[src/hw/rtl/stop_target_path_labeler_macros.svh]
// Assertion helpers for the path labeler.
// Both expect clk and rst in scope.
`ifndef STOP_TARGET_PATH_LABELER_MACROS_SVH
`define STOP_TARGET_PATH_LABELER_MACROS_SVH

// Same-cycle implication.
`define STPL_ASSERT_IMP(lbl, ante, cons) \
  lbl: assert property (@(posedge clk) disable iff (rst) (ante) |-> (cons)) \
    else $error("stpl: same-cycle check failed");

// Next-cycle implication.
`define STPL_ASSERT_NXT(lbl, ante, cons) \
  lbl: assert property (@(posedge clk) disable iff (rst) (ante) |=> (cons)) \
    else $error("stpl: next-cycle check failed");

`endif

[src/hw/rtl/stpl_pkg.sv]
`default_nettype none
package stpl_pkg;

  // Datapath sizing
  localparam int PRICE_BITS = 32;
  localparam int COUNT_BITS = 12;
  localparam int PROD_W     = PRICE_BITS + 16;
  localparam int SD_W       = PRICE_BITS + 8;
  localparam int TD_W       = PRICE_BITS + 9;
  localparam int LVL_W      = PRICE_BITS + 3;
  localparam int WIDE_W     = PRICE_BITS + 11;

  // Port widths
  localparam int IN_PRICE_W = 32;
  localparam int OUT_CNT_W  = 12;
  localparam int FRAC_W     = 16;
  localparam int MAXB_W     = 12;
  localparam int ADDR_W     = 5;
  localparam int DATA_W     = 32;
  localparam int BC_W       = (COUNT_BITS > OUT_CNT_W) ? COUNT_BITS : OUT_CNT_W;

  // Register indexes
  localparam logic [2:0] REG_STOP_FRAC   = 3'd0;
  localparam logic [2:0] REG_STOP_MULT   = 3'd1;
  localparam logic [2:0] REG_TARGET_MULT = 3'd2;
  localparam logic [2:0] REG_COST_FRAC   = 3'd3;
  localparam logic [2:0] REG_MAX_BARS    = 3'd4;

  // Labels
  localparam logic [1:0] LABEL_NONE  = 2'd0;
  localparam logic [1:0] LABEL_LONG  = 2'd1;
  localparam logic [1:0] LABEL_SHORT = 2'd2;

  // Microcode field codes
  localparam logic       ASEL_ENTRY  = 1'b0;
  localparam logic       ASEL_ONE_R  = 1'b1;
  localparam logic [1:0] BSEL_SF     = 2'd0;
  localparam logic [1:0] BSEL_CB     = 2'd1;
  localparam logic [1:0] BSEL_SM     = 2'd2;
  localparam logic [1:0] BSEL_TM     = 2'd3;
  localparam logic [2:0] DST_NONE    = 3'd0;
  localparam logic [2:0] DST_ONE_R   = 3'd1;
  localparam logic [2:0] DST_COST    = 3'd2;
  localparam logic [2:0] DST_SD      = 3'd3;
  localparam logic [2:0] DST_TD      = 3'd4;
  localparam logic [1:0] LVL_NONE    = 2'd0;
  localparam logic [1:0] LVL_STOPS   = 2'd1;
  localparam logic [1:0] LVL_TARGETS = 2'd2;

  // Program layout
  localparam int PC_W = 3;
  localparam logic [PC_W-1:0] START_PC = 3'd0;
  localparam logic [PC_W-1:0] BAR_PC   = 3'd7;

  typedef logic [PRICE_BITS-1:0] price_t;
  typedef logic [COUNT_BITS-1:0] count_t;
  typedef logic [PROD_W-1:0]     prod_t;
  typedef logic [SD_W-1:0]       sd_t;
  typedef logic [TD_W-1:0]       td_t;
  typedef logic [BC_W-1:0]       bcmp_t;
  typedef logic signed [LVL_W-1:0]  level_t;
  typedef logic signed [WIDE_W-1:0] wide_t;

  localparam count_t COUNT_MAX = '1;

  typedef struct packed {
    logic [FRAC_W-1:0] stop_fraction;
    logic [FRAC_W-1:0] stop_multiple;
    logic [FRAC_W-1:0] target_multiple;
    logic [FRAC_W-1:0] cost_buffer_fraction;
    logic [MAXB_W-1:0] max_bars;
  } cfg_t;

  typedef struct packed {
    logic       clr;     // start of a new path
    logic       jz;      // end program if entry or stop fraction is zero
    logic       fin;     // last step
    logic       mul_en;
    logic       a_sel;
    logic [1:0] b_sel;
    logic [2:0] dst;
    logic [1:0] lvl;
    logic       bar;     // evaluate a bar beat
  } uop_t;

  typedef struct packed {
    logic go;
    uop_t uop;
  } ctl_t;

  typedef struct packed {
    logic   path_valid;
    count_t bars_seen;
    count_t long_count;
    count_t short_count;
  } stat_t;

  // Microcode ROM
  function automatic uop_t ucode_rom(logic [PC_W-1:0] pc);
    uop_t u;
    u = '0;
    unique case (pc)
      3'd0: begin
        u.clr = 1'b1; u.jz = 1'b1;
        u.mul_en = 1'b1; u.a_sel = ASEL_ENTRY; u.b_sel = BSEL_SF;
      end
      3'd1: begin
        u.dst = DST_ONE_R;
        u.mul_en = 1'b1; u.a_sel = ASEL_ENTRY; u.b_sel = BSEL_CB;
      end
      3'd2: begin
        u.dst = DST_COST;
        u.mul_en = 1'b1; u.a_sel = ASEL_ONE_R; u.b_sel = BSEL_SM;
      end
      3'd3: begin
        u.dst = DST_SD;
        u.mul_en = 1'b1; u.a_sel = ASEL_ONE_R; u.b_sel = BSEL_TM;
      end
      3'd4: begin
        u.dst = DST_TD;
      end
      3'd5: begin
        u.lvl = LVL_STOPS;
      end
      3'd6: begin
        u.lvl = LVL_TARGETS; u.fin = 1'b1;
      end
      3'd7: begin
        u.bar = 1'b1; u.fin = 1'b1;
      end
    endcase
    return u;
  endfunction

  // Saturate a wide signed value to level width
  function automatic level_t sat_level(wide_t v);
    wide_t hi;
    wide_t lo;
    hi = wide_t'({1'b0, {(LVL_W-1){1'b1}}});
    lo = -hi - wide_t'(1);
    if (v > hi) begin
      return level_t'(hi);
    end else if (v < lo) begin
      return level_t'(lo);
    end
    return level_t'(v);
  endfunction

  // Fit a count to the output port width
  function automatic logic [OUT_CNT_W-1:0] out_count(count_t c);
    bcmp_t t;
    t = bcmp_t'(c);
    return t[OUT_CNT_W-1:0];
  endfunction

endpackage
`default_nettype wire

[src/hw/rtl/stop_target_path_labeler.sv]
// Start beat: 7 sequencer steps on one shared multiplier (1 step for a zero
//   entry or zero stop fraction); a new beat is taken once the steps have ended.
// Bar beat: 1 compare step, which for a last bar waits while a stalled result is
//   still held; the result of a last bar is registered from that step.
// Synchronous active-high reset: config registers return to defaults,
//   path state and levels clear, no result is pending.
`default_nettype none
`include "stop_target_path_labeler_macros.svh"
module stop_target_path_labeler (
  input  wire logic                               clk,
  input  wire logic                               rst,
  input  wire logic                               psel,
  input  wire logic                               penable,
  input  wire logic                               pwrite,
  input  wire logic [stpl_pkg::ADDR_W-1:0]        paddr,
  input  wire logic [stpl_pkg::DATA_W-1:0]        pwdata,
  output logic [stpl_pkg::DATA_W-1:0]             prdata,
  output logic                                    pready,
  input  wire logic                               in_valid,
  output logic                                    in_stall,
  input  wire logic                               action,
  input  wire logic [stpl_pkg::IN_PRICE_W-1:0]    entry_price,
  input  wire logic [stpl_pkg::IN_PRICE_W-1:0]    bar_high,
  input  wire logic [stpl_pkg::IN_PRICE_W-1:0]    bar_low,
  input  wire logic                               last_bar,
  output logic                                    out_valid,
  input  wire logic                               out_stall,
  output logic [1:0]                              label,
  output logic                                    long_target_first,
  output logic [stpl_pkg::OUT_CNT_W-1:0]          long_bar_count,
  output logic                                    short_target_first,
  output logic [stpl_pkg::OUT_CNT_W-1:0]          short_bar_count
);

  stpl_pkg::cfg_t  cfg;
  stpl_pkg::ctl_t  ctl;
  stpl_pkg::stat_t stat;
  logic            busy;
  logic            accept;
  logic            zero_cond;
  logic            blocked;
  logic            cfg_wr;
  logic [2:0]      reg_idx;

  assign in_stall = busy;
  assign accept   = in_valid && !in_stall;
  assign pready   = 1'b1;
  assign cfg_wr   = psel && penable && pwrite && pready;
  assign reg_idx  = paddr[4:2];

  // Configuration registers
  always_ff @(posedge clk) begin
    if (rst) begin
      cfg.stop_fraction        <= 16'd655;
      cfg.stop_multiple        <= 16'd256;
      cfg.target_multiple      <= 16'd512;
      cfg.cost_buffer_fraction <= 16'd0;
      cfg.max_bars             <= 12'd20;
    end else if (cfg_wr) begin
      unique case (reg_idx)
        stpl_pkg::REG_STOP_FRAC:   cfg.stop_fraction        <= pwdata[15:0];
        stpl_pkg::REG_STOP_MULT:   cfg.stop_multiple        <= pwdata[15:0];
        stpl_pkg::REG_TARGET_MULT: cfg.target_multiple      <= pwdata[15:0];
        stpl_pkg::REG_COST_FRAC:   cfg.cost_buffer_fraction <= pwdata[15:0];
        stpl_pkg::REG_MAX_BARS:    cfg.max_bars             <= pwdata[11:0];
        default: ;
      endcase
    end
  end

  // Register readback
  always_comb begin
    unique case (reg_idx)
      stpl_pkg::REG_STOP_FRAC:   prdata = stpl_pkg::DATA_W'(cfg.stop_fraction);
      stpl_pkg::REG_STOP_MULT:   prdata = stpl_pkg::DATA_W'(cfg.stop_multiple);
      stpl_pkg::REG_TARGET_MULT: prdata = stpl_pkg::DATA_W'(cfg.target_multiple);
      stpl_pkg::REG_COST_FRAC:   prdata = stpl_pkg::DATA_W'(cfg.cost_buffer_fraction);
      stpl_pkg::REG_MAX_BARS:    prdata = stpl_pkg::DATA_W'(cfg.max_bars);
      default:                   prdata = '0;
    endcase
  end

  stpl_seq u_seq (
    .clk       (clk),
    .rst       (rst),
    .start     (accept),
    .is_bar    (action),
    .zero_cond (zero_cond),
    .blocked   (blocked),
    .ctl       (ctl),
    .busy      (busy)
  );

  stpl_dp u_dp (
    .clk                (clk),
    .rst                (rst),
    .ctl                (ctl),
    .cfg                (cfg),
    .accept             (accept),
    .entry_price        (entry_price),
    .bar_high           (bar_high),
    .bar_low            (bar_low),
    .last_bar           (last_bar),
    .out_stall          (out_stall),
    .out_valid          (out_valid),
    .label              (label),
    .long_target_first  (long_target_first),
    .long_bar_count     (long_bar_count),
    .short_target_first (short_target_first),
    .short_bar_count    (short_bar_count),
    .zero_cond          (zero_cond),
    .blocked            (blocked),
    .stat               (stat)
  );

  // A start beat never yields a result
  `STPL_ASSERT_NXT(a_start_no_result, accept && !action, !$rose(out_valid))
  // No bar is counted outside a valid path
  `STPL_ASSERT_IMP(a_idle_path_clear, !stat.path_valid, stat.bars_seen == '0)
  // Resolution bar numbers never exceed the bars examined
  `STPL_ASSERT_IMP(a_count_bound, 1'b1,
    (stat.long_count <= stat.bars_seen) && (stat.short_count <= stat.bars_seen))
  // A stalled result stays valid and unchanged
  `STPL_ASSERT_NXT(a_out_hold, out_valid && out_stall, out_valid && $stable({label,
    long_target_first, long_bar_count, short_target_first, short_bar_count}))

endmodule
`default_nettype wire

[src/hw/rtl/stpl_seq.sv]
`default_nettype none
module stpl_seq (
  input  wire logic          clk,
  input  wire logic          rst,
  input  wire logic          start,
  input  wire logic          is_bar,
  input  wire logic          zero_cond,
  input  wire logic          blocked,
  output stpl_pkg::ctl_t     ctl,
  output logic               busy
);

  logic [stpl_pkg::PC_W-1:0] pc;
  stpl_pkg::uop_t            uop;
  logic                      go;
  logic                      done;

  // Decode current step; a last-bar step waits while a stalled result is held
  always_comb begin
    uop  = stpl_pkg::ucode_rom(pc);
    go   = busy && !(uop.bar && blocked);
    done = uop.fin || (uop.jz && zero_cond);
    ctl.go  = go;
    ctl.uop = uop;
  end

  // Step counter with entry dispatch and conditional end
  always_ff @(posedge clk) begin
    if (rst) begin
      busy <= 1'b0;
      pc   <= stpl_pkg::START_PC;
    end else if (start) begin
      busy <= 1'b1;
      pc   <= is_bar ? stpl_pkg::BAR_PC : stpl_pkg::START_PC;
    end else if (go) begin
      if (done) begin
        busy <= 1'b0;
      end else begin
        pc <= pc + stpl_pkg::PC_W'(1);
      end
    end
  end

endmodule
`default_nettype wire

[src/hw/rtl/stpl_dp.sv]
`default_nettype none
module stpl_dp (
  input  wire logic                               clk,
  input  wire logic                               rst,
  input  wire stpl_pkg::ctl_t                     ctl,
  input  wire stpl_pkg::cfg_t                     cfg,
  input  wire logic                               accept,
  input  wire logic [stpl_pkg::IN_PRICE_W-1:0]    entry_price,
  input  wire logic [stpl_pkg::IN_PRICE_W-1:0]    bar_high,
  input  wire logic [stpl_pkg::IN_PRICE_W-1:0]    bar_low,
  input  wire logic                               last_bar,
  input  wire logic                               out_stall,
  output logic                                    out_valid,
  output logic [1:0]                              label,
  output logic                                    long_target_first,
  output logic [stpl_pkg::OUT_CNT_W-1:0]          long_bar_count,
  output logic                                    short_target_first,
  output logic [stpl_pkg::OUT_CNT_W-1:0]          short_bar_count,
  output logic                                    zero_cond,
  output logic                                    blocked,
  output stpl_pkg::stat_t                         stat
);

  // Latched item
  stpl_pkg::price_t entry_q, high_q, low_q;
  logic             last_q;

  // Arithmetic registers
  stpl_pkg::prod_t  prod;
  stpl_pkg::price_t one_r;
  stpl_pkg::price_t cost;
  stpl_pkg::sd_t    sd;
  stpl_pkg::td_t    td;

  stpl_pkg::level_t long_stop_level, long_target_level;
  stpl_pkg::level_t short_stop_level, short_target_level;

  // Path state
  logic             path_valid;
  stpl_pkg::count_t bars_seen;
  logic             long_resolved, long_hit_target;
  logic             short_resolved, short_hit_target;
  stpl_pkg::count_t long_count, short_count;

  // Multiplier operands
  stpl_pkg::price_t  mul_a;
  logic [15:0]       mul_b;

  // Level sums
  stpl_pkg::wide_t   w_entry, w_sd, w_td;

  // Bar evaluation
  logic              examine;
  stpl_pkg::count_t  n;
  stpl_pkg::level_t  hi_l, lo_l;
  logic              lr_next, lh_next, sr_next, sh_next;
  stpl_pkg::count_t  lc_next, sc_next, bs_next;
  logic              emit, bar_go;

  assign zero_cond = (entry_q == '0) || (cfg.stop_fraction == '0);
  assign blocked   = out_valid && out_stall && last_q;
  assign bar_go    = ctl.go && ctl.uop.bar;
  assign emit      = bar_go && last_q;

  assign stat.path_valid  = path_valid;
  assign stat.bars_seen   = bars_seen;
  assign stat.long_count  = long_count;
  assign stat.short_count = short_count;

  // Item capture
  always_ff @(posedge clk) begin
    if (accept) begin
      entry_q <= stpl_pkg::price_t'(entry_price);
      high_q  <= stpl_pkg::price_t'(bar_high);
      low_q   <= stpl_pkg::price_t'(bar_low);
      last_q  <= last_bar;
    end
  end

  // Shared multiplier operand select
  always_comb begin
    mul_a = (ctl.uop.a_sel == stpl_pkg::ASEL_ONE_R) ? one_r : entry_q;
    unique case (ctl.uop.b_sel)
      stpl_pkg::BSEL_SF: mul_b = cfg.stop_fraction;
      stpl_pkg::BSEL_CB: mul_b = cfg.cost_buffer_fraction;
      stpl_pkg::BSEL_SM: mul_b = cfg.stop_multiple;
      stpl_pkg::BSEL_TM: mul_b = cfg.target_multiple;
    endcase
  end

  // Registered product and distance registers
  always_ff @(posedge clk) begin
    if (ctl.go && ctl.uop.mul_en) begin
      prod <= stpl_pkg::prod_t'(mul_a) * stpl_pkg::prod_t'(mul_b);
    end
    if (ctl.go) begin
      unique case (ctl.uop.dst)
        stpl_pkg::DST_ONE_R: one_r <= prod[stpl_pkg::PROD_W-1:16];
        stpl_pkg::DST_COST:  cost  <= prod[stpl_pkg::PROD_W-1:16];
        stpl_pkg::DST_SD:    sd    <= prod[stpl_pkg::PROD_W-1:8];
        stpl_pkg::DST_TD:    td    <= stpl_pkg::td_t'(cost)
                                      + stpl_pkg::td_t'(prod[stpl_pkg::PROD_W-1:8]);
        default: ;
      endcase
    end
  end

  // Level arithmetic in a wide signed domain
  always_comb begin
    w_entry = stpl_pkg::wide_t'(entry_q);
    w_sd    = stpl_pkg::wide_t'(sd);
    w_td    = stpl_pkg::wide_t'(td);
  end

  always_ff @(posedge clk) begin
    if (rst) begin
      long_stop_level    <= '0;
      long_target_level  <= '0;
      short_stop_level   <= '0;
      short_target_level <= '0;
    end else if (ctl.go && ctl.uop.lvl == stpl_pkg::LVL_STOPS) begin
      long_stop_level    <= stpl_pkg::sat_level(w_entry - w_sd);
      short_stop_level   <= stpl_pkg::sat_level(w_entry + w_sd);
    end else if (ctl.go && ctl.uop.lvl == stpl_pkg::LVL_TARGETS) begin
      long_target_level  <= stpl_pkg::sat_level(w_entry + w_td);
      short_target_level <= stpl_pkg::sat_level(w_entry - w_td);
    end
  end

  // Bar compare against the four levels; stop wins a shared bar
  always_comb begin
    hi_l    = stpl_pkg::level_t'(high_q);
    lo_l    = stpl_pkg::level_t'(low_q);
    examine = path_valid
              && (stpl_pkg::bcmp_t'(bars_seen) < stpl_pkg::bcmp_t'(cfg.max_bars))
              && (bars_seen != stpl_pkg::COUNT_MAX);
    n       = bars_seen + stpl_pkg::count_t'(1);
    bs_next = bars_seen;
    lr_next = long_resolved;
    lh_next = long_hit_target;
    lc_next = long_count;
    sr_next = short_resolved;
    sh_next = short_hit_target;
    sc_next = short_count;
    if (examine) begin
      bs_next = n;
      if (!long_resolved) begin
        if (lo_l <= long_stop_level) begin
          lr_next = 1'b1; lc_next = n;
        end else if (hi_l >= long_target_level) begin
          lr_next = 1'b1; lh_next = 1'b1; lc_next = n;
        end
      end
      if (!short_resolved) begin
        if (hi_l >= short_stop_level) begin
          sr_next = 1'b1; sc_next = n;
        end else if (lo_l <= short_target_level) begin
          sr_next = 1'b1; sh_next = 1'b1; sc_next = n;
        end
      end
    end
  end

  // Path state: cleared on start and after the last bar
  always_ff @(posedge clk) begin
    if (rst || (ctl.go && ctl.uop.clr) || emit) begin
      path_valid       <= 1'b0;
      bars_seen        <= '0;
      long_resolved    <= 1'b0;
      long_hit_target  <= 1'b0;
      long_count       <= '0;
      short_resolved   <= 1'b0;
      short_hit_target <= 1'b0;
      short_count      <= '0;
    end else if (bar_go) begin
      bars_seen        <= bs_next;
      long_resolved    <= lr_next;
      long_hit_target  <= lh_next;
      long_count       <= lc_next;
      short_resolved   <= sr_next;
      short_hit_target <= sh_next;
      short_count      <= sc_next;
    end else if (ctl.go && ctl.uop.lvl == stpl_pkg::LVL_TARGETS) begin
      path_valid <= 1'b1;
    end
  end

  // Result register
  always_ff @(posedge clk) begin
    if (emit) begin
      label              <= lh_next ? stpl_pkg::LABEL_LONG :
                            (sh_next ? stpl_pkg::LABEL_SHORT : stpl_pkg::LABEL_NONE);
      long_target_first  <= lh_next;
      long_bar_count     <= stpl_pkg::out_count(lc_next);
      short_target_first <= sh_next;
      short_bar_count    <= stpl_pkg::out_count(sc_next);
    end
  end

  always_ff @(posedge clk) begin
    if (rst) begin
      out_valid <= 1'b0;
    end else if (emit) begin
      out_valid <= 1'b1;
    end else if (!out_stall) begin
      out_valid <= 1'b0;
    end
  end

endmodule
`default_nettype wire

[config.mk]
export PLATFORM = sky130hd
export DESIGN_NAME = stop_target_path_labeler
export DESIGN_NICKNAME = d
export VERILOG_FILES = /design/src/hw/rtl/stpl_pkg.sv /design/src/hw/rtl/stop_target_path_labeler.sv /design/src/hw/rtl/stpl_seq.sv /design/src/hw/rtl/stpl_dp.sv
export VERILOG_INCLUDE_DIRS = /design/src /design/src/hw/rtl
export SDC_FILE = /design/constraint.sdc
export NUM_CORES = 2
export LEC_CHECK = 0
export ABC_AREA = 1
export BUFFER_PORTS_ARGS = -buffer_cell sky130_fd_sc_hd__buf_2
export CORE_ASPECT_RATIO = 1.2
export CORE_MARGIN = 2
export CORE_UTILIZATION = 45
export DETAILED_ROUTE_END_ITERATION = 16
export SYNTH_ARGS = -nofsm -noshare
export SYNTH_HDL_FRONTEND = slang
export SYNTH_HIERARCHICAL = 1
export SYNTH_SLANG_ARGS = --single-unit
[constraint.sdc]
create_clock -name clk -period 9.8 [get_ports clk]
set_input_delay 0.49 -clock clk [delete_from_list [all_inputs] [get_ports clk]]
set_output_delay 0.49 -clock clk [all_outputs]
set_load 0.1 [all_outputs]
## Word-level counts from Yosys, hierarchy flattened

Index checks and enable logic that the tools add are counted.

| word-level totals | value |
|---|---|
| input bits | 142 |
| bits in latches | 0 |
| output and inout port bits | 63 |
| memories | 0 |
| memory bits (writable) | 0 |
| ROM bits | 0 |
| bits in registers | 580 |

| operators by class | value |
|---|---|
| div/mod/pow operators | 0 |
| order comparisons | 13 |
| shift-type cells | 0 |
| multiply operators | 1 |
| add/sub/neg operators | 7 |
| reduce and logical (&&, ||, !) cells | 44 |
| bitwise gates (word level) | 2 |
| equality and inequality tests | 23 |
| multiplexer cells | 71 |

Operators with widths:

| operator | number |
|---|---|
| two-way mux 35 bit | 12 |
| greater-than comparator 43 x 35 -> 1 bit (second input constant) | 4 |
| < comparator 43 x 35 -> 1 bit (second input constant) | 4 |
| two-way mux 12 bit | 8 |
| adder 32 x 40 -> 41 bit | 2 |
| one-hot mux 16 bit (5 select lines) | 1 |
| >= comparator 33 x 35 -> 1 bit | 2 |
| less-or-equal comparator 33 x 35 -> 1 bit | 2 |
| one-hot mux 16 bit (4 select lines) | 1 |
| multiplier 32 x 16 -> 48 bit | 1 |
| adder 32 x 41 -> 42 bit | 1 |
| subtractor 32 x 41 -> 42 bit | 1 |
| subtractor 32 x 40 -> 41 bit | 1 |
| two-way mux 1 bit | 39 |
| zero test 32 bit | 1 |
| two-way mux 32 bit | 1 |
| AND reduction 2 bit | 14 |
| == test 3 x 2 -> 1 bit (second input constant) | 6 |
| == test 3 bit (second input constant) | 6 |
| logical AND 1 bit | 16 |
| zero test 16 bit | 1 |
| one-hot mux 4 bit (4 select lines) | 1 |
| adder 12 x 1 -> 12 bit (second input constant) | 1 |
| < comparator 12 bit | 1 |
| 18 further kinds | 34 |

## Depth between registers and ports, before layout

| depth | value |
|---|---|
| depth after elaboration | 10 |
| depth in mapped cells | 41 |
| mapped depth without buffers | 37 |

## Modules after synthesis

Netlist, hierarchy kept.

By module, submodules not included:

| module | cells each | area an instance (um2) | instances |
|---|---|---|---|
| stpl_dp | 6836 | 51035.2 | 1 |
| stop_target_path_labeler | 623 | 4003.8 | 1 |
| stpl_seq | 65 | 431.7 | 1 |

## Worst setup path after synthesis

Ideal clock, no wire load.

| timing path | value |
|---|---|
| kind | flip-flop to flip-flop |
| start point | register u_seq/pc[1] in the netlist's numbering |
| end point | register u_dp.prod[40] (data pin) |
| setup time | 0.265 ns |
| arrival time | 7.061 ns |
| path slack | 2.474 ns |
| stages on the path, launching flop included | 34 |
| cell sequence | dfxtp_1 -> ha_1 -> ha_1 -> a21o_1 -> buf_4 -> inv_1 -> nand2_1 -> inv_1 -> clkbuf_1 -> a221oi_1 -> nand2_1 -> o21ai_1 -> clkbuf_1 -> nor2_1 -> fa_1 -> inv_1 -> fa_1 -> fa_1 -> fa_1 -> inv_1 -> fa_1 -> inv_1 -> fa_1 -> inv_1 -> ha_1 -> a21oi_1 -> inv_1 -> a31oi_1 -> o21ai_0 -> a21oi_1 -> o21ai_1 -> a21oi_1 -> o21ai_0 -> xor2_1 |

RTL lines:

| element | RTL line | source |
|---|---|---|
| start: declaration | stpl_seq.sv:13 | `logic [stpl_pkg::PC_W-1:0] pc;` |
| start signal: assignment | stpl_seq.sv:31 | `pc <= stpl_pkg::START_PC;` |
| start signal: assignment | stpl_seq.sv:34 | `pc <= is_bar ? stpl_pkg::BAR_PC : stpl_pkg::START_PC;` |
| start signal: assignment | stpl_seq.sv:39 | `pc <= pc + stpl_pkg::PC_W'(1);` |
| end signal: assignment | stpl_dp.sv:94 | `prod <= stpl_pkg::prod_t'(mul_a) * stpl_pkg::prod_t'(mul_b);` |
| end: declaration | stpl_dp.sv:29 | `stpl_pkg::prod_t prod;` |

## Worst setup path in the final report

| timing path | value |
|---|---|
| start point | register u_seq/pc[2] in the netlist's numbering |
| end point | register u_dp.prod[40] (data pin) |

| on the way | value |
|---|---|
| cells in the longest elaborated chain, start to end | 5 |
| elaborated cells between the ends (all ways) | 12 |
| classes of those cells | mul (1); eq/ne (6); mux (3); reduce/logical (2) |

Ends and longest elaborated chain:

| element | RTL line | source |
|---|---|---|
| == test 3 x 2 -> 1 bit (tied with other cells) | stpl_pkg.sv:102 | `unique case (pc)` |
| one-hot mux 4 bit (4 select lines) * | stpl_pkg.sv:102 |  |
| == test 2 bit (tied with other cells) | stpl_dp.sv:83 | `unique case (ctl.uop.b_sel)` |
| one-hot mux 16 bit (4 select lines) | stpl_dp.sv:83 |  |
| multiplier 32 x 16 -> 48 bit * | stpl_dp.sv:94 |  |

Mark *: on every way between the ends. The rest lies on a longest branch, timed or not.
A chain may end at the register's enable or synchronous reset.

==> key figures <==
Route
  • Via count: around 50k
  • Number of DRC markers in iteration 0: around 3.7k
  • ANT nets after route: 0
  • Via-to-Cell Ratio: approximately 5.3
  • DRC: 0
  • Routed WL: roughly 200000 um
  • Wire per inst: slightly above 20 um
  • DR pass1 iterations: 6

Finish
  • Most frequent cells in the layout: nand2_1, inv_1, nor2_1
  • Non-Filler Instances: approximately 9.4k
  • Area added between synthesis and finish: 9.965%
  • Share of layout cells above drive strength 1: ~7%
  • Final #Nets: about 8.7k
  • ANT cells: 0
  • Most common cell after layout, fill and taps aside: nand2_1
  • Fin area: around 0.061 mm2

Setup path
  • Reg2reg path depth: 29
  • CP max FO: 30
  • Critical path's largest stage delay: 640 ps
  • WP depth: 29
  • Setup crit end kind: flop
  • Worst Path Required: 10220 ps
  • Worst Setup Start Kind: flop
  • CP dominant cell by count: fa_1
  • Slowest-stage cell, CP: dfxtp_1
  • Buf+Inv Stages, Crit Path: 7
  • Top cell family by delay on the critical path: adder cells
  • Data arrival time of the worst path: 9070 ps
  • Critical path type: flop to flop

Clocking
  • PostCTS Resize Cnt: 0
  • Clk sink count: 572
  • CTS Buf Count: 66
  • Max clock buf depth: 3
  • CTS tree: done
  • Clock transition at the registers of the reported paths: approximately 70 ps
  • Htree depth: 3
  • # Post-CTS Setup Buffers: 0
  • Hold-fix buffers, CTS: 80
  • Root buf cell: clkbuf_16
  • Later-pin clock latency in the skew report: roughly 690 ps

STA
  • Highest clock rate: around 120 MHz
  • Worst hold margin: 34.41 ps
  • Actual slew at the worst max-slew pin: between 1000 and 1500 ps
  • Clk_skew: around 53 ps
  • Fin. max-slew vios: 0
  • Total Neg Setup Slack: 0 ps
  • RSZ-0062 raised after global routing: false
  • Final period utilization: about nine tenths
  • Fin. Hold Viols: 0
  • Setup-failing EPs final: 0
  • Post-layout min period: a little under 9000 ps
  • Slew HR: between 20% and 30%

Global routing
  • Gr ovfl total: 0
  • GRT Total Usage: between 30 and 40%
  • Initial antenna violation count: 0
  • Vias in the first global route: about 50k
  • Largest net degree at the start of global routing: 77
  • First-pass GRT wire length: 294400 um

Logic synthesis
  • Cell count after synthesis: 7522
  • Synth warnings: 6
  • Mapped Area: around 0.055 mm2
  • Avg Cell Area, Syn: between 7 and 8 um2

Floorplanning
  • Die Y-Extent: a little under 400 um
  • Die Footprint: 0.1261 mm2
  • Io pins: between 200 and 250
  • Starting density of the core: a little under half
  • Row Count: ~140
  • Die W: ~320 um
  • Core ar.: around 0.12 mm2

Placed design
  • Routability cong.: a little under 1
  • Area after DPL: slightly below 0.06 mm2
  • DP Wirelength: ~160000 um
  • Dpl cells: between 9k and 10k
  • Port bufs: ~170

Run
  • Count of max-cap constraint violations: 0

Worst hold path
  • Hold depth: 1
  • Min-delay worst type: primary input to flop

Outcome
  • Status: complete, no violations
## per-stage QoR
step,util [%],worst slack (ps)
CTS,49.67,1192
global placement,47.23,1300
finish,49.67,1146
global route,49.67,667.6
detailed placement,47.23,1218
floorplan,-,2474
## path summary, 6_finish.rpt
kind	start	to	slack (ps)
worst min register to register	u_dp/short_target_level[30]$_SDFFE_PP0P_	u_dp/short_target_level[30]$_SDFFE_PP0P_	460
worst max register to register	u_seq/pc[2]$_SDFFE_PP0P_	u_dp/prod[40]$_DFFE_PP_	1150
worst min-delay path	bar_high[26]	u_dp/high_q[26]$_DFFE_PP_	30
worst max-delay path	u_seq/pc[2]$_SDFFE_PP0P_	u_dp/prod[40]$_DFFE_PP_	1150
## layer usage
layer  up-vias  share of wire [%]  global-route usage, %
met4         0                5.8                  15.91
met2      1642                 49                  53.56
met3       425                4.9                  2.786
met5         -                  0                      0
met1     23726                 40                  37.67
li1      23820                  -                      -
## registers in the layout (all words and copies together) (netlist names), 2 cells and up
name                     count
u_dp/low_q                  32
u_dp/short_stop_level       35
u_dp/one_r                  32
u_dp/entry_q                32
u_dp/long_target_level      35
u_dp/long_count             12
u_seq/pc                     3
u_dp/bars_seen              12
u_dp/label                   2
u_dp/short_target_level     35
u_dp/high_q                 32
cfg                         76
u_dp/short_count            12
u_dp/td                     41
u_dp/short_bar_count        12
u_dp/sd                     40
u_dp/long_bar_count         12
u_dp/long_stop_level        35
u_dp/prod                   40
u_dp/cost                   32
## area by class of cell
type                       count  area (um2)
fill                       12353       61800
multi-input combinational   5267       34290
sequential                   572       14550
inverter                    1455        5479
timing repair buffer         352        2422
tap                         1644        2057
clock buffer                  90        1814
clock inverter                31       372.9
Power is not shown: default switching activity piles up to over one toggle a cycle in this logic, so the estimate is an artifact.
